`src/rtl/psvpe_pkg.sv`:
```
// ----------------------------------------------------------------------------
// Program stream video payload extract: shared package
// Item types, parse phases, result codes and the bundle type that the front
// end hands to the back end.
// ----------------------------------------------------------------------------
`default_nettype none

package psvpe_pkg;

    localparam int MAX_RES = 4;

    typedef enum logic [4:0] {
        PH_SEARCH  = 5'd0,
        PH_PACK    = 5'd1,
        PH_PSTUFF  = 5'd2,
        PH_LEN_HI  = 5'd3,
        PH_LEN_LO  = 5'd4,
        PH_SKIP    = 5'd5,
        PH_PLEN_HI = 5'd6,
        PH_PLEN_LO = 5'd7,
        PH_FLAGS1  = 5'd8,
        PH_FLAGS2  = 5'd9,
        PH_HDRLEN  = 5'd10,
        PH_HOPT    = 5'd11,
        PH_HEXT    = 5'd12,
        PH_HPACK   = 5'd13,
        PH_HEXT2   = 5'd14,
        PH_HREST   = 5'd15,
        PH_PAYLOAD = 5'd16
    } phase_t;

    localparam logic [1:0] KIND_PAYLOAD = 2'd0;
    localparam logic [1:0] KIND_ERROR   = 2'd1;
    localparam logic [1:0] KIND_END     = 2'd2;

    localparam logic [2:0] ERR_NONE      = 3'd0;
    localparam logic [2:0] ERR_PACK_MARK = 3'd1;
    localparam logic [2:0] ERR_HDR_SHORT = 3'd2;
    localparam logic [2:0] ERR_LEN_SHORT = 3'd3;
    localparam logic [2:0] ERR_TRUNCATED = 3'd4;

    localparam logic [1:0] REG_PES_LOW    = 2'd0;
    localparam logic [1:0] REG_PES_HIGH   = 2'd1;
    localparam logic [1:0] REG_VIDEO_LOW  = 2'd2;
    localparam logic [1:0] REG_VIDEO_HIGH = 2'd3;

    localparam logic [7:0]  ID_END_CODE = 8'hB9;
    localparam logic [7:0]  ID_PACK     = 8'hBA;
    localparam logic [7:0]  ID_SYS_HDR  = 8'hBB;
    localparam logic [7:0]  ID_MAP      = 8'hBC;
    localparam logic [7:0]  ID_PRIV     = 8'hBD;
    localparam logic [23:0] PREFIX      = 24'h000001;
    localparam logic [23:0] NO_PREFIX   = 24'hFFFFFF;

    typedef struct packed {
        logic [7:0] in_byte;
        logic       end_of_stream;
    } in_t;

    typedef struct packed {
        logic [1:0] out_kind;
        logic [7:0] payload_byte;
        logic [7:0] stream_id_out;
        logic       packet_start;
        logic [2:0] error_code;
        logic       last;
    } out_t;

    typedef struct packed {
        out_t [MAX_RES-1:0] items;
        logic [2:0]         cnt;
    } bundle_t;

    typedef struct packed {
        phase_t      phase;
        logic [23:0] rb;
        logic [7:0]  csid;
        logic [7:0]  fbc;
        logic [15:0] pbl;
        logic [7:0]  hdl;
        logic [7:0]  fl;
        logic [7:0]  ols;
        logic [1:0]  hc;
        logic [2:0]  err;
    } parse_st_t;

    typedef struct packed {
        logic       full;
        logic [1:0] fill;
    } q_status_t;

endpackage

`default_nettype wire

```
`src/rtl/psvpe_front.sv`:
```
// ----------------------------------------------------------------------------
// Program stream video payload extract: front end
// Accepts stream bytes, runs the start code and header parser and builds the
// bundle of result items that each byte causes.
// ----------------------------------------------------------------------------
`default_nettype none

module psvpe_front (
    input  wire logic                clk,
    input  wire logic                rst_n,
    input  wire logic                in_valid,
    output logic                     in_ready,
    input  wire psvpe_pkg::in_t      in_item,
    input  wire logic                cfg_wr_en,
    input  wire logic [1:0]          cfg_index,
    input  wire logic [7:0]          cfg_data,
    input  wire psvpe_pkg::q_status_t q_status,
    output logic                     push,
    output psvpe_pkg::bundle_t       push_bundle
);

    psvpe_pkg::parse_st_t st_reg, st_next;
    logic [7:0] pes_lo_reg, pes_hi_reg, vid_lo_reg, vid_hi_reg;
    logic       accept;

    function automatic psvpe_pkg::bundle_t add_item(input psvpe_pkg::bundle_t b_in,
                                                   input psvpe_pkg::out_t it);
        psvpe_pkg::bundle_t b;
        b = b_in;
        if (b.cnt < 3'(psvpe_pkg::MAX_RES)) begin
            b.items[b.cnt[1:0]] = it;
            b.cnt = b.cnt + 3'd1;
        end
        return b;
    endfunction

    function automatic psvpe_pkg::out_t mk_item(input logic [1:0] kind, input logic [7:0] byt,
                                               input logic [7:0] sid, input logic ps,
                                               input logic [2:0] ec);
        psvpe_pkg::out_t o;
        o.out_kind      = kind;
        o.payload_byte  = byt;
        o.stream_id_out = (kind == psvpe_pkg::KIND_END) ? 8'd0 : sid;
        o.packet_start  = ps;
        o.error_code    = ec;
        o.last          = 1'b0;
        return o;
    endfunction

    function automatic psvpe_pkg::parse_st_t enter_search(input psvpe_pkg::parse_st_t s_in);
        psvpe_pkg::parse_st_t s;
        s = s_in;
        s.phase = psvpe_pkg::PH_SEARCH;
        s.rb    = psvpe_pkg::NO_PREFIX;
        s.hc    = 2'd0;
        return s;
    endfunction

    function automatic psvpe_pkg::parse_st_t start_code(input psvpe_pkg::parse_st_t s_in,
                                                       input logic [7:0] id,
                                                       input logic [7:0] plo,
                                                       input logic [7:0] phi);
        psvpe_pkg::parse_st_t s;
        s = s_in;
        if (id >= psvpe_pkg::ID_PACK) s.csid = id;
        if (id == psvpe_pkg::ID_PACK) begin
            s.phase = psvpe_pkg::PH_PACK;
            s.fbc   = 8'd0;
        end else if (id == psvpe_pkg::ID_SYS_HDR || id == psvpe_pkg::ID_MAP) begin
            s.phase = psvpe_pkg::PH_LEN_HI;
        end else if (id >= plo && id <= phi) begin
            s.csid  = id;
            s.phase = psvpe_pkg::PH_PLEN_HI;
        end else if (id >= psvpe_pkg::ID_PRIV) begin
            s.phase = psvpe_pkg::PH_LEN_HI;
        end else begin
            s.phase = psvpe_pkg::PH_SEARCH;
        end
        return s;
    endfunction

    // Picks the next optional header field. At most two passes are needed,
    // since a multi-byte field always ends the search on the following pass.
    function automatic psvpe_pkg::parse_st_t hdr_next(input psvpe_pkg::parse_st_t s_in);
        psvpe_pkg::parse_st_t s;
        logic done;
        s = s_in;
        done = 1'b0;
        for (int i = 0; i < 3; i++) begin
            if (!done) begin
                if (s.fbc != 8'd0) begin
                    s.phase = psvpe_pkg::PH_HOPT;
                    done = 1'b1;
                end else if (s.fl[7]) begin
                    s.fl[7] = 1'b0;
                    s.phase = psvpe_pkg::PH_HEXT;
                    done = 1'b1;
                end else if (s.fl[6]) begin
                    s.fl[6] = 1'b0;
                    if (s.hdl < 8'd16) begin
                        s.err = psvpe_pkg::ERR_HDR_SHORT;
                        done = 1'b1;
                    end else begin
                        s.ols = s.ols + 8'd16;
                        s.fbc = 8'd16;
                    end
                end else if (s.fl[5]) begin
                    s.fl[5] = 1'b0;
                    if (s.hdl < 8'd1) s.err = psvpe_pkg::ERR_HDR_SHORT;
                    else begin
                        s.ols = s.ols + 8'd1;
                        s.phase = psvpe_pkg::PH_HPACK;
                    end
                    done = 1'b1;
                end else if (s.fl[4] || s.fl[3]) begin
                    if (s.fl[4]) s.fl[4] = 1'b0;
                    else s.fl[3] = 1'b0;
                    if (s.hdl < 8'd2) begin
                        s.err = psvpe_pkg::ERR_HDR_SHORT;
                        done = 1'b1;
                    end else begin
                        s.ols = s.ols + 8'd2;
                        s.fbc = 8'd2;
                    end
                end else if (s.fl[2]) begin
                    s.fl[2] = 1'b0;
                    if (s.hdl < 8'd1) s.err = psvpe_pkg::ERR_HDR_SHORT;
                    else begin
                        s.ols = s.ols + 8'd1;
                        s.phase = psvpe_pkg::PH_HEXT2;
                    end
                    done = 1'b1;
                end else begin
                    s.fl = 8'd0;
                    if (s.hdl != 8'd0) s.phase = psvpe_pkg::PH_HREST;
                    else begin
                        s.hc  = 2'd0;
                        s.fbc = 8'd1;
                        if (s.pbl == 16'd0) s = enter_search(s);
                        else s.phase = psvpe_pkg::PH_PAYLOAD;
                    end
                    done = 1'b1;
                end
            end
        end
        return s;
    endfunction

    assign in_ready = !q_status.full;
    assign accept   = in_valid && in_ready;

    always_comb
    begin
        psvpe_pkg::parse_st_t s;
        psvpe_pkg::bundle_t   bnd;
        logic [7:0]  b;
        logic        eos;
        logic [23:0] prev;
        logic [7:0]  f;
        logic [7:0]  n;
        logic        vid;
        logic        ext;
        s    = st_reg;
        bnd  = '0;
        b    = in_item.in_byte;
        eos  = in_item.end_of_stream;
        prev = st_reg.rb;
        f    = 8'd0;
        n    = 8'd0;
        ext  = 1'b0;
        s.err = psvpe_pkg::ERR_NONE;
        s.rb  = {st_reg.rb[15:0], b};
        vid  = (s.csid >= vid_lo_reg) && (s.csid <= vid_hi_reg);

        case (st_reg.phase)
            psvpe_pkg::PH_SEARCH:
            begin
                if (prev == psvpe_pkg::PREFIX) s = start_code(s, b, pes_lo_reg, pes_hi_reg);
            end
            psvpe_pkg::PH_PACK:
            begin
                if (s.fbc == 8'd0 && b[7:6] != 2'b01) s.err = psvpe_pkg::ERR_PACK_MARK;
                else if (s.fbc >= 8'd9) begin
                    s.fbc = {5'd0, b[2:0]};
                    if (s.fbc != 8'd0) s.phase = psvpe_pkg::PH_PSTUFF;
                    else s = enter_search(s);
                end else s.fbc = s.fbc + 8'd1;
            end
            psvpe_pkg::PH_PSTUFF:
            begin
                if (s.fbc != 8'd0) s.fbc = s.fbc - 8'd1;
                if (s.fbc == 8'd0) s = enter_search(s);
            end
            psvpe_pkg::PH_LEN_HI, psvpe_pkg::PH_PLEN_HI:
            begin
                s.pbl = {b, 8'd0};
                s.phase = (st_reg.phase == psvpe_pkg::PH_LEN_HI) ? psvpe_pkg::PH_LEN_LO
                                                                  : psvpe_pkg::PH_PLEN_LO;
            end
            psvpe_pkg::PH_LEN_LO:
            begin
                s.pbl = s.pbl | {8'd0, b};
                if (s.pbl != 16'd0) s.phase = psvpe_pkg::PH_SKIP;
                else s = enter_search(s);
            end
            psvpe_pkg::PH_SKIP:
            begin
                if (s.pbl != 16'd0) s.pbl = s.pbl - 16'd1;
                if (s.pbl == 16'd0) s = enter_search(s);
            end
            psvpe_pkg::PH_PLEN_LO:
            begin
                s.pbl = s.pbl | {8'd0, b};
                if (s.pbl < 16'd3) s.err = psvpe_pkg::ERR_LEN_SHORT;
                else s.phase = psvpe_pkg::PH_FLAGS1;
            end
            psvpe_pkg::PH_FLAGS1:
            begin
                if (s.pbl != 16'd0) s.pbl = s.pbl - 16'd1;
                s.phase = psvpe_pkg::PH_FLAGS2;
            end
            psvpe_pkg::PH_FLAGS2:
            begin
                if (s.pbl != 16'd0) s.pbl = s.pbl - 16'd1;
                s.fl = b;
                s.phase = psvpe_pkg::PH_HDRLEN;
            end
            psvpe_pkg::PH_HDRLEN:
            begin
                ext = s.fl[0];
                if (s.pbl != 16'd0) s.pbl = s.pbl - 16'd1;
                if (s.pbl < {8'd0, b}) s.err = psvpe_pkg::ERR_LEN_SHORT;
                else begin
                    if (s.fl[7:6] == 2'b10) f = f + 8'd5;
                    if (s.fl[7:6] == 2'b11) f = f + 8'd10;
                    if (s.fl[5]) f = f + 8'd6;
                    if (s.fl[4]) f = f + 8'd3;
                    if (s.fl[3]) f = f + 8'd1;
                    if (s.fl[2]) f = f + 8'd1;
                    if (s.fl[1]) f = f + 8'd2;
                    f = f + {7'd0, ext};
                    if (f > b) s.err = psvpe_pkg::ERR_HDR_SHORT;
                    else begin
                        s.hdl = b;
                        s.ols = f;
                        s.fbc = f - {7'd0, ext};
                        s.fl  = ext ? 8'h80 : 8'h00;
                        s = hdr_next(s);
                    end
                end
            end
            psvpe_pkg::PH_HOPT, psvpe_pkg::PH_HEXT, psvpe_pkg::PH_HPACK,
            psvpe_pkg::PH_HEXT2, psvpe_pkg::PH_HREST:
            begin
                if (s.pbl != 16'd0) s.pbl = s.pbl - 16'd1;
                if (s.hdl != 8'd0) s.hdl = s.hdl - 8'd1;
                if (st_reg.phase == psvpe_pkg::PH_HOPT) begin
                    if (s.fbc != 8'd0) s.fbc = s.fbc - 8'd1;
                    if (s.fbc == 8'd0) s = hdr_next(s);
                end else if (st_reg.phase == psvpe_pkg::PH_HEXT) begin
                    // PES extension flags move to the
                    // positions that the field walk expects.
                    s.fl = {1'b0, b[7:4], b[0], 2'b00};
                    s = hdr_next(s);
                end else if (st_reg.phase == psvpe_pkg::PH_HREST) begin
                    if (s.hdl == 8'd0) begin
                        s.hc  = 2'd0;
                        s.fbc = 8'd1;
                        if (s.pbl == 16'd0) s = enter_search(s);
                        else s.phase = psvpe_pkg::PH_PAYLOAD;
                    end
                end else begin
                    n = (st_reg.phase == psvpe_pkg::PH_HPACK) ? b : {1'b0, b[6:0]};
                    if (n > s.hdl) s.err = psvpe_pkg::ERR_HDR_SHORT;
                    else begin
                        s.ols = s.ols + n;
                        s.fbc = n;
                        s = hdr_next(s);
                    end
                end
            end
            psvpe_pkg::PH_PAYLOAD:
            begin
                if (s.pbl != 16'd0) s.pbl = s.pbl - 16'd1;
                if (s.hc == 2'd3) begin
                    if (b >= psvpe_pkg::ID_END_CODE) begin
                        s.hc = 2'd0;
                        s = start_code(s, b, pes_lo_reg, pes_hi_reg);
                    end else if (eos) s.hc = 2'd0;
                    else begin
                        for (int i = 0; i < 3; i++) begin
                            if (vid) begin
                                bnd = add_item(bnd, mk_item(psvpe_pkg::KIND_PAYLOAD,
                                    (i == 2) ? 8'd1 : 8'd0, s.csid, s.fbc[0],
                                    psvpe_pkg::ERR_NONE));
                                s.fbc = 8'd0;
                            end
                        end
                        s.hc = 2'd0;
                        if (vid) begin
                            bnd = add_item(bnd, mk_item(psvpe_pkg::KIND_PAYLOAD, b, s.csid,
                                s.fbc[0], psvpe_pkg::ERR_NONE));
                            s.fbc = 8'd0;
                        end
                    end
                end else if (b == 8'd0 && s.hc < 2'd2) begin
                    s.hc = s.hc + 2'd1;
                end else if (b == 8'd0) begin
                    if (vid) begin
                        bnd = add_item(bnd, mk_item(psvpe_pkg::KIND_PAYLOAD, 8'd0, s.csid,
                            s.fbc[0], psvpe_pkg::ERR_NONE));
                        s.fbc = 8'd0;
                    end
                end else if (b == 8'd1 && s.hc == 2'd2) begin
                    s.hc = 2'd3;
                end else begin
                    for (int i = 0; i < 2; i++) begin
                        if (vid && 2'(i) < s.hc) begin
                            bnd = add_item(bnd, mk_item(psvpe_pkg::KIND_PAYLOAD, 8'd0,
                                s.csid, s.fbc[0], psvpe_pkg::ERR_NONE));
                            s.fbc = 8'd0;
                        end
                    end
                    s.hc = 2'd0;
                    if (vid) begin
                        bnd = add_item(bnd, mk_item(psvpe_pkg::KIND_PAYLOAD, b, s.csid,
                            s.fbc[0], psvpe_pkg::ERR_NONE));
                        s.fbc = 8'd0;
                    end
                end
                if (s.phase == psvpe_pkg::PH_PAYLOAD && s.pbl == 16'd0) begin
                    // Held zeros and a held prefix go out as data at packet end.
                    for (int i = 0; i < 3; i++) begin
                        if (vid && 2'(i) < s.hc) begin
                            bnd = add_item(bnd, mk_item(psvpe_pkg::KIND_PAYLOAD,
                                (i == 2) ? 8'd1 : 8'd0, s.csid, s.fbc[0],
                                psvpe_pkg::ERR_NONE));
                            s.fbc = 8'd0;
                        end
                    end
                    s = enter_search(s);
                end
            end
            default:
            begin
                s = enter_search(s);
            end
        endcase

        if (s.err != psvpe_pkg::ERR_NONE) begin
            bnd = add_item(bnd, mk_item(psvpe_pkg::KIND_ERROR, 8'd0, s.csid, 1'b0, s.err));
            s = enter_search(s);
        end
        if (eos) begin
            if (s.phase == psvpe_pkg::PH_PAYLOAD) begin
                vid = (s.csid >= vid_lo_reg) && (s.csid <= vid_hi_reg);
                for (int i = 0; i < 3; i++) begin
                    if (vid && 2'(i) < s.hc) begin
                        bnd = add_item(bnd, mk_item(psvpe_pkg::KIND_PAYLOAD,
                            (i == 2) ? 8'd1 : 8'd0, s.csid, s.fbc[0], psvpe_pkg::ERR_NONE));
                        s.fbc = 8'd0;
                    end
                end
            end else if (s.phase != psvpe_pkg::PH_SEARCH) begin
                bnd = add_item(bnd, mk_item(psvpe_pkg::KIND_ERROR, 8'd0, s.csid, 1'b0,
                    psvpe_pkg::ERR_TRUNCATED));
            end
            bnd = add_item(bnd, mk_item(psvpe_pkg::KIND_END, 8'd0, s.csid, 1'b0,
                psvpe_pkg::ERR_NONE));
            s = '0;
            s.phase = psvpe_pkg::PH_SEARCH;
            s.rb = psvpe_pkg::NO_PREFIX;
        end
        if (bnd.cnt != 3'd0) bnd.items[2'(bnd.cnt - 3'd1)].last = 1'b1;
        s.err = psvpe_pkg::ERR_NONE;
        st_next = s;
        push_bundle = bnd;
        push = accept && (bnd.cnt != 3'd0);
    end

    always_ff @(posedge clk or negedge rst_n)
    begin
        if (!rst_n) begin
            st_reg       <= '0;
            st_reg.phase <= psvpe_pkg::PH_SEARCH;
            st_reg.rb    <= psvpe_pkg::NO_PREFIX;
        end else if (accept) begin
            st_reg <= st_next;
        end
    end

    always_ff @(posedge clk or negedge rst_n)
    begin
        if (!rst_n) begin
            pes_lo_reg <= 8'hC0;
            pes_hi_reg <= 8'hEF;
            vid_lo_reg <= 8'hE0;
            vid_hi_reg <= 8'hEF;
        end else if (cfg_wr_en) begin
            case (cfg_index)
                psvpe_pkg::REG_PES_LOW:   pes_lo_reg <= cfg_data;
                psvpe_pkg::REG_PES_HIGH:  pes_hi_reg <= cfg_data;
                psvpe_pkg::REG_VIDEO_LOW: vid_lo_reg <= cfg_data;
                default:                  vid_hi_reg <= cfg_data;
            endcase
        end
    end

endmodule

`default_nettype wire

```
`src/rtl/psvpe_back.sv`:
```
// ----------------------------------------------------------------------------
// Program stream video payload extract: back end
// A two-entry queue of result bundles and a serialiser that delivers the
// items of the head bundle one per handshake.
// ----------------------------------------------------------------------------
`default_nettype none

module psvpe_back (
    input  wire logic                 clk,
    input  wire logic                 rst_n,
    input  wire logic                 push,
    input  wire psvpe_pkg::bundle_t   push_bundle,
    output psvpe_pkg::q_status_t      q_status,
    output logic                      out_valid,
    input  wire logic                 out_ready,
    output psvpe_pkg::out_t           out_item
);

    psvpe_pkg::bundle_t mem_reg [2];
    logic       wr_ptr_reg, rd_ptr_reg;
    logic [1:0] fill_reg, fill_next;
    logic [1:0] idx_reg;
    logic       pop;
    psvpe_pkg::bundle_t head;

    assign head      = mem_reg[rd_ptr_reg];
    assign out_valid = (fill_reg != 2'd0);
    assign out_item  = head.items[idx_reg];
    assign pop       = out_valid && out_ready && ({1'b0, idx_reg} == head.cnt - 3'd1);
    assign q_status.full = (fill_reg == 2'd2);
    assign q_status.fill = fill_reg;

    always_comb
    begin
        fill_next = fill_reg;
        if (push && !pop) fill_next = fill_reg + 2'd1;
        else if (pop && !push) fill_next = fill_reg - 2'd1;
    end

    always_ff @(posedge clk)
    begin
        if (push) mem_reg[wr_ptr_reg] <= push_bundle;
    end

    always_ff @(posedge clk or negedge rst_n)
    begin
        if (!rst_n) begin
            wr_ptr_reg <= 1'b0;
            rd_ptr_reg <= 1'b0;
            fill_reg   <= 2'd0;
            idx_reg    <= 2'd0;
        end else begin
            fill_reg <= fill_next;
            if (push) wr_ptr_reg <= !wr_ptr_reg;
            if (pop) begin
                rd_ptr_reg <= !rd_ptr_reg;
                idx_reg    <= 2'd0;
            end else if (out_valid && out_ready) begin
                idx_reg <= idx_reg + 2'd1;
            end
        end
    end

endmodule

`default_nettype wire

```
`src/rtl/program_stream_video_payload_extract_unit.sv`:
```
// ----------------------------------------------------------------------------
// Program stream video payload extract unit
// Demultiplexes an MPEG-2 program stream byte by byte and delivers the
// payload bytes of video PES packets, error reports and end markers.
// ----------------------------------------------------------------------------
// Throughput: one stream byte per cycle while out_ready is high and each byte
// causes at most one result item; a byte that causes n items (up to four)
// holds the output for n handshakes of the one-item-per-handshake serialiser.
// A byte's results are registered in the queue as it is accepted.
// Reset: rst_n clears the parser to start code search, empties the result
// queue and restores the id range registers to C0..EF and E0..EF.
`default_nettype none

module program_stream_video_payload_extract_unit (
    input  wire logic            clk,
    input  wire logic            rst_n,
    input  wire logic            in_valid,
    output logic                 in_ready,
    input  wire psvpe_pkg::in_t  in_item,
    output logic                 out_valid,
    input  wire logic            out_ready,
    output psvpe_pkg::out_t      out_item,
    input  wire logic            cfg_wr_en,
    input  wire logic [1:0]      cfg_index,
    input  wire logic [7:0]      cfg_data
);

    // The front end parses one byte per accepted item and pushes the bundle of
    // results into the queue; it stalls only when the queue holds two bundles.
    psvpe_pkg::q_status_t q_status;
    psvpe_pkg::bundle_t   push_bundle;
    logic                 push;

    psvpe_front u_front (
        .clk         (clk),
        .rst_n       (rst_n),
        .in_valid    (in_valid),
        .in_ready    (in_ready),
        .in_item     (in_item),
        .cfg_wr_en   (cfg_wr_en),
        .cfg_index   (cfg_index),
        .cfg_data    (cfg_data),
        .q_status    (q_status),
        .push        (push),
        .push_bundle (push_bundle)
    );

    // The back end hands out the items of each bundle in order, one per
    // output handshake, independently of the input side.
    psvpe_back u_back (
        .clk         (clk),
        .rst_n       (rst_n),
        .push        (push),
        .push_bundle (push_bundle),
        .q_status    (q_status),
        .out_valid   (out_valid),
        .out_ready   (out_ready),
        .out_item    (out_item)
    );

    // The input is refused exactly when the queue is full.
    assert property (@(posedge clk) disable iff (!rst_n)
        in_ready == (q_status.fill != 2'd2))
        else $error("input ready does not follow queue fill");

    // An end of stream marker always closes the results of its byte.
    assert property (@(posedge clk) disable iff (!rst_n)
        out_valid && out_item.out_kind == psvpe_pkg::KIND_END |-> out_item.last)
        else $error("end marker without last");

    // Payload items never carry an error code.
    assert property (@(posedge clk) disable iff (!rst_n)
        out_valid && out_item.out_kind == psvpe_pkg::KIND_PAYLOAD
        |-> out_item.error_code == psvpe_pkg::ERR_NONE)
        else $error("payload item with error code");

    // A push is only possible while the queue has room.
    assert property (@(posedge clk) disable iff (!rst_n)
        push |-> !q_status.full)
        else $error("push into full queue");

endmodule

`default_nettype wire
```
`config.mk`:
```
export PLATFORM = sky130hd
export DESIGN_NAME = program_stream_video_payload_extract_unit
export DESIGN_NICKNAME = d
export VERILOG_FILES = /design/src/rtl/psvpe_pkg.sv /design/src/rtl/psvpe_front.sv /design/src/rtl/psvpe_back.sv /design/src/rtl/program_stream_video_payload_extract_unit.sv
export SDC_FILE = /design/constraint.sdc
export NUM_CORES = 1
export LEC_CHECK = 0
export ABC_AREA = 1
export BUFFER_PORTS_ARGS = -buffer_cell sky130_fd_sc_hd__buf_2
export CORE_MARGIN = 2
export CORE_UTILIZATION = 55
export CTS_BUF_LIST = sky130_fd_sc_hd__clkbuf_8
export DETAILED_ROUTE_END_ITERATION = 12
export PLACE_DENSITY = 0.71
export SLEW_MARGIN = 15
export SYNTH_ARGS = -nofsm -noshare
export SYNTH_HDL_FRONTEND = slang
export SYNTH_SLANG_ARGS = --single-unit
```
`constraint.sdc`:
```
create_clock -name clk -period 18 [get_ports clk]
set_input_delay 3.6 -clock clk [delete_from_list [all_inputs] [get_ports clk]]
set_output_delay 3.6 -clock clk [all_outputs]
set_load 0.01 [all_outputs]
```
==> summary.md, run 1 <==
| Metric | Value |
|---|---|
| Grt ovf | `0` |
| Hold slack | `0.472 ns` |
| Worst vdd ir | `124 uV` |
| Worst r2r src | `u_front.st_reg[19]` |
| Final Critical Period | `13.37 ns` |
| Slew margin rel. | `24.0%` |
| CP Launch Type | `primary input` |
| Area of the core | `about 0.043 sq mm` |
| Max reg flops | `190` |
| CP dominant cell by count | `inv_1` |
| Vias in the first global route | `around 23000` |
| Vias per cell | `6.39` |
| Dpl cells | `about 3800` |
| Psw | `around 1.5 mW` |
| CTS Buf Count | `50` |
| I/O pin total | `49` |
| Synth area leader | `edfxtp_1` |
| Yosys reg bits | `around 300` |
| Critical path type | `in -> reg` |
| Number of synthesized flops with an enable pin | `between 150 and 200` |
| Postcts setup bufs | `0` |
| R2R depth | `just under 60` |
| # fillers | `about 4000` |
| Fin crit share | `approximately three quarters` |
| Die area | `between 0.04 and 0.05 sq mm` |
| Die Y | `roughly 210 um` |
| Worst-Skew Late Latency | `approximately 0.7 ns` |
| Post-synthesis cell area | `about 0.024 sq mm` |
| Area contributors post-synth | `edfxtp_1 (24%), o21ai_0 (8.2%), dfrtp_1 (7.7%)` |
| Cell Count, Final, Fillers Out | `3899` |
| Synthesized area per cell | `approximately 7.3 sq um` |
| Critical Path End | `u_back.mem_reg[1][29]` |
| CP peak stage delay | `between 0.7 and 0.8 ns` |
| Yosys top cell area share | `23.8%` |
| Largest net degree at the start of global routing | `between 90 and 100` |
| Cell-internal power | `~1.7 mW` |
| Worst-path clk slew | `around 0.06 ns` |
| # nets final | `approximately 3400` |
| Reg power frac | `roughly 30%` |
| CTS HTree Levels | `2` |
| Synth unique cells | `78` |
| Unrepaired setup endpoints after global routing | `false` |
| Max cap viols | `0` |
| LEAKAGE | `around 11 nW` |
| Clock power share | `between 15 and 20%` |
| Dpl hpwl | `63.6 mm` |
| # DRC | `0` |
| Die width | `213 um` |
| Via count | `~25000` |
| Critical path peak fanout | `between 60 and 70` |
| Hold WC Path Type | `reg -> reg` |
| Number of antenna diodes | `0` |
| Outcome | `finished, final reports clean` |
| CTS Hold Bufs | `0` |
| Endpoint class of the critical path | `flop` |
| Worst path slowest cell | `buf_4` |
| Final Util | `59.8%` |
| Slew Limit Fails | `0` |
| Routed len/inst | `approximately 23 um` |
| R2R Path End | `u_back.mem_reg[1][29]` |
| Number of setup violations in the final report | `0` |
| Fmax | `~75 MHz` |
| Clock Tree Root | `clkbuf_8` |
| Synth Warn # | `0` |
| PortBufs | `48` |
| Async SR Flop Fraction | `a little under two fifths` |
| Drt first pass iters | `7` |
| DR iter-0 viols | `3361` |
| Prevailing post-synth register cell | `edfxtp_1` |
| Most instantiated cells after synthesis | `nand2_1 (467), nor2_1 (458), inv_1 (399)` |
| FF-to-FF setup slack | `slightly below 7 ns` |
| Initial Util | `55.7%` |
| Cells after Synth | `3269` |
| TritonCTS clock tree | `done` |
| Post-synthesis sequential area ratio | `a little over a third` |
| Gr usage total | `38.8%` |
| CTS Buffer Depth | `3` |
| Post-CTS resize count | `0` |
| TNS Setup | `0 ns` |
| Switching Share | `46.9%` |
| Final Wtd Congestion | `about 1.1` |
| Num rows | `76` |
| Fin. Hold Viols | `0` |
| Fin Clk Skew | `between 0.08 and 0.09 ns` |
| Routed wire length | `roughly 89 mm` |
| Critical path origin | `in_item[1]` |
| Area delta synth->final | `7.30%` |
| Combinational cell fraction of total power | `between 50% and 60%` |
| CP required | `roughly 18 ns` |
| Crit path DAT | `between 10 and 15 ns` |
| TritonCTS Sinks | `about 310` |
| Worst-margin pin slew | `1.14 ns` |
| Initial antenna violation count | `0` |
| ANT nets after route | `0` |
| Power Dens Cells | `126 mW/mm^2` |
| Global-route wire length before repair | `between 100 and 150 mm` |
| Count leader, synth | `nand2_1` |
| Layout cell share with drive strength beyond 1 | `between 10 and 15%` |
[metal layers]
layer | global-route usage, % | wire (um) | part of all wire, %
met5 | 0 | 0 | 0
met4 | 20.7 | 4970 | 5.6
met3 | 8.72 | 9240 | 10
met2 | 60.5 | 39100 | 44
met1 | 50.2 | 35700 | 40
[critical path, delay by kind of cell]
family	cells	cell delay (ns)
fa+ha+maj	5	1.62
buf+inv	10	2.45
simple gates	17	2.76
compound gates	18	3.07
[cells in the final DEF (no fill, tap or decap), types with 22 or more instances in the layout]
| cell type | count |
|---|---|
| dfrtp_1 | 73 |
| xor2_1 | 22 |
| o211ai_1 | 32 |
| ha_1 | 120 |
| a21oi_1 | 192 |
| nor3_1 | 48 |
| nand2_2 | 31 |
| buf_2 | 47 |
| buf_4 | 39 |
| o21ai_0 | 394 |
| o22ai_1 | 86 |
| edfxtp_1 | 190 |
| nand3_1 | 157 |
| nor4_1 | 22 |
| nand4_1 | 49 |
| dfstp_2 | 43 |
| nor2_1 | 456 |
| inv_1 | 410 |
| nand2_1 | 467 |
| inv_2 | 22 |
| a31oi_1 | 36 |
| clkbuf_8 | 51 |
[power groups by stage]
stage	Combinational [mW]	Clock (mW)	Sequential [mW]
final	1.62	0.638	0.985
after global placement	1.54	0	0.990
after detailed placement	1.58	0	0.995
after CTS	1.58	0.647	0.982
after floorplan	1.13	0	0.968
after global routing	1.79	0.677	0.998
[layout make-up]
cell class | count | area [sq um] | share of cell area (%)
clock buffer | 51 | 702 | 2.73
clock inverter | 43 | 329 | 1.28
inverter | 435 | 1650 | 6.40
multi-input combinational | 2392 | 13100 | 51.0
sequential | 307 | 8690 | 33.7
tap | 585 | 732 | 2.84
timing repair buffer | 86 | 528 | 2.05
[worst min-delay path by stage]
stage	from	depth (start not counted)	end
global route	u_back.fill_reg[0]	1	u_back.fill_reg[0]
CTS	u_back.fill_reg[0]	1	u_back.fill_reg[0]
finish	u_back.fill_reg[0]	1	u_back.fill_reg[0]
detailed placement	u_back.fill_reg[0]	1	u_back.fill_reg[0]
floorplan	u_back.wr_ptr_reg	2	u_back.wr_ptr_reg
global placement	u_back.fill_reg[0]	1	u_back.fill_reg[0]
[cells by family after synthesis]
group,share of synthesized area (%)
simple gates,23.8
compound gates,23.3
buf+inv,9.23
flops,36.2
fa+ha+maj,6.25
xor+xnor,1.13
mux,0.0886
other cells,0.0156
[through the flow]
stage / area [sq um] / power [mW] / setup slack [ns]
finish: 25800 / 3.24 / 4.63
global route: 25800 / 3.46 / 3.91
CTS: 25800 / 3.21 / 4.89
floorplan: 24000 / 2.10 / 3.65
detailed placement: 24700 / 2.57 / 4.26
global placement: 24700 / 2.53 / 4.51
(Power assumes the default switching activity.)
==> run 2, diff against run 1 <==
--- a/config.mk
+++ b/config.mk
@@ -11,7 +11,7 @@
 export CORE_UTILIZATION = 55
 export CTS_BUF_LIST = sky130_fd_sc_hd__clkbuf_8
 export DETAILED_ROUTE_END_ITERATION = 12
-export PLACE_DENSITY = 0.71
+export PLACE_DENSITY = 0.74
 export SLEW_MARGIN = 15
 export SYNTH_ARGS = -nofsm -noshare
 export SYNTH_HDL_FRONTEND = slang
==> constraint.sdc (replaced) <==
create_clock -name clk -period 12.15 [get_ports clk]
set_input_delay 2.43 -clock clk [delete_from_list [all_inputs] [get_ports clk]]
set_output_delay 2.43 -clock clk [all_outputs]
set_load 0.01 [all_outputs]
==> summary.md, run 2 (synthesized netlist as in run 1, its figures left out) <==
| Metric | Value |
|---|---|
| Outcome | `finished, final reports clean` |
| Worst r2r src | `u_front.st_reg[19]` |
| Grt ovf | `0` |
| Fin crit share | `90.2%` |
| Area delta synth->final | `7.90%` |
| CP dominant cell by count | `inv_1` |
| Largest net degree at the start of global routing | `between 60 and 70` |
| Post-layout power | `4.82 mW` |
| Number of setup violations in the final report | `0` |
| Clock Tree Root | `clkbuf_8` |
| Final Util | `60.1%` |
| GR Util met2 | `between 60% and 70%` |
| Global-route wire length before repair | `roughly 130 mm` |
| Slew Limit Fails | `0` |
| Final WS setup | `roughly 1.2 ns` |
| Routed wire length | `between 80 and 90 mm` |
| Max reg flops | `190` |
| CTS Hold Bufs | `0` |
| Commonest non-fill, non-tap cell in the layout | `nand2_1` |
| Worst-Skew Late Latency | `roughly 0.70 ns` |
| Fmax | `91.3 MHz` |
| Fin. Hold Viols | `0` |
| PortBufs | `48` |
| LEAKAGE | `about 11 nW` |
| Cell Count, Final, Fillers Out | `roughly 4000` |
| Met1 Usage GRT | `49.6%` |
| Critical path origin | `in_item[6]` |
| Vias per cell | `about 6.4` |
| # nets final | `~3400` |
| TritonCTS clock tree | `done` |
| Final Wtd Congestion | `about 1.1` |
| TritonCTS Sinks | `between 300 and 400` |
| Max cap viols | `0` |
| Routed len/inst | `roughly 23 um` |
| Critical path peak fanout | `29` |
| Area of the core | `about 0.043 sq mm` |
| Unrepaired setup endpoints after global routing | `false` |
| Endpoint class of the critical path | `flop` |
| Dpl hpwl | `about 64 mm` |
| Die area | `0.0453 sq mm` |
| Worst-margin pin slew | `around 1.1 ns` |
| Hold WC Path Type | `reg -> reg` |
| Vias in the first global route | `about 24000` |
| DR iter-0 viols | `roughly 3200` |
| Postcts setup bufs | `0` |
| Power Dens Cells | `186 mW/mm^2` |
| Worst path slowest cell | `inv_1` |
| CTS HTree Levels | `2` |
| CP peak stage delay | `0.49 ns` |
| Via count | `roughly 25000` |
| Die width | `about 210 um` |
| FF/Latch Area | `0.00869 sq mm` |
| I/O pin total | `~50` |
| TNS Setup | `0 ns` |
| Crit path DAT | `around 11 ns` |
| Fin Clk Skew | `slightly above 0.07 ns` |
| GRT Max-Usage Layer | `met2` |
| Worst-path clk slew | `~0.06 ns` |
| Layout cell share with drive strength beyond 1 | `a little over a tenth` |
| Pre-CTS setup slack | `between 0.7 and 0.8 ns` |
| Drt first pass iters | `7` |
| Dpl cells | `3817` |
| Hold path start | `u_back.fill_reg[0]` |
| Num rows | `76` |
| # DRC | `0` |
| Initial Util | `55.7%` |
| CP required | `between 10 and 15 ns` |
| Slew margin rel. | `approximately a quarter` |
| Met3 usage | `6.69%` |
| CP Launch Type | `primary input` |
| Post-CTS resize count | `0` |
| Critical path type | `in -> reg` |
| CTS Buf Count | `52` |
| Die Y | `213 um` |
| CTS Buffer Depth | `3` |
| Gr usage total | `between 30% and 40%` |
| Footprint of the multi-input gates | `about 0.013 sq mm` |
| Worst vdd ir | `between 200 and 250 uV` |
| Initial antenna violation count | `3` |
| # fillers | `roughly 4000` |
| ANT nets after route | `0` |
| Final Critical Period | `10.96 ns` |
| Most frequent cells in the layout | `nand2_1 (467), nor2_1 (456), inv_1 (411)` |
[run 2: changes by cell type in the layout (fill, tap and decap cells not counted)]
cell        previous run  this run
buf_4                 39        48
clkbuf_8              51        55
buf_12                 0         3
clkinv_1              21        19
bufinv_16              4         3
clkinv_2              12        13
clkinvlp_4             2         1
diode_2                0         1
inv_1                410       411
inv_12                 1         0
inv_8                  0         1
[run 2: layout make-up]
class	count	area share, %
inverters	435	6.37
clock inverters	41	1.11
multi-input cells	2392	50.7
well taps	585	2.83
repair buffers	98	2.53
flip-flops and latches	307	33.5
diodes	1	0.00966
clock buffers	55	2.92
[run 2: per-layer routing]
| layer | share of wire, % | vias to the layer above |
|---|---|---|
| li1 | - | 11396 |
| met1 | 39 | 11630 |
| met2 | 45 | 1585 |
| met3 | 10 | 331 |
| met4 | 5.7 | 4 |
| met5 | 0.049 | - |
[run 2: worst max-delay path, delay by kind of cell]
family | cells | cell delay (ns)
AND/OR/NAND/NOR | 17 | 2.84
AO/OA/AOI/OAI | 14 | 2.16
adder cells (fa/ha/maj) | 4 | 1.22
buffers and inverters | 12 | 2.68
[run 2: path summary, 6_finish.rpt]
path,to,slack [ns],cells after the start
max,u_back.mem_reg[0][63],1.19,47
max reg2reg,u_back.mem_reg[0][63],2.09,56
max in group asynchronous,u_front.st_reg[42],8.87,2
min in group asynchronous,u_front.st_reg[3],1.84,1
min reg2reg,u_back.fill_reg[0],0.47,1
min,u_back.fill_reg[0],0.47,1
[run 2: power by group]
group          internal [mW]  switching [mW]
logic                  0.730            1.66
clock network          0.491           0.467
registers               1.34           0.133
total                   2.56            2.26
[run 2: through the flow]
step	cell area, sq um	hold slack, ns
floorplan	24000	0.442
global placement	24900	0.456
detailed placement	24900	0.468
CTS	25900	0.480
global route	25900	0.498
finish	25900	0.474
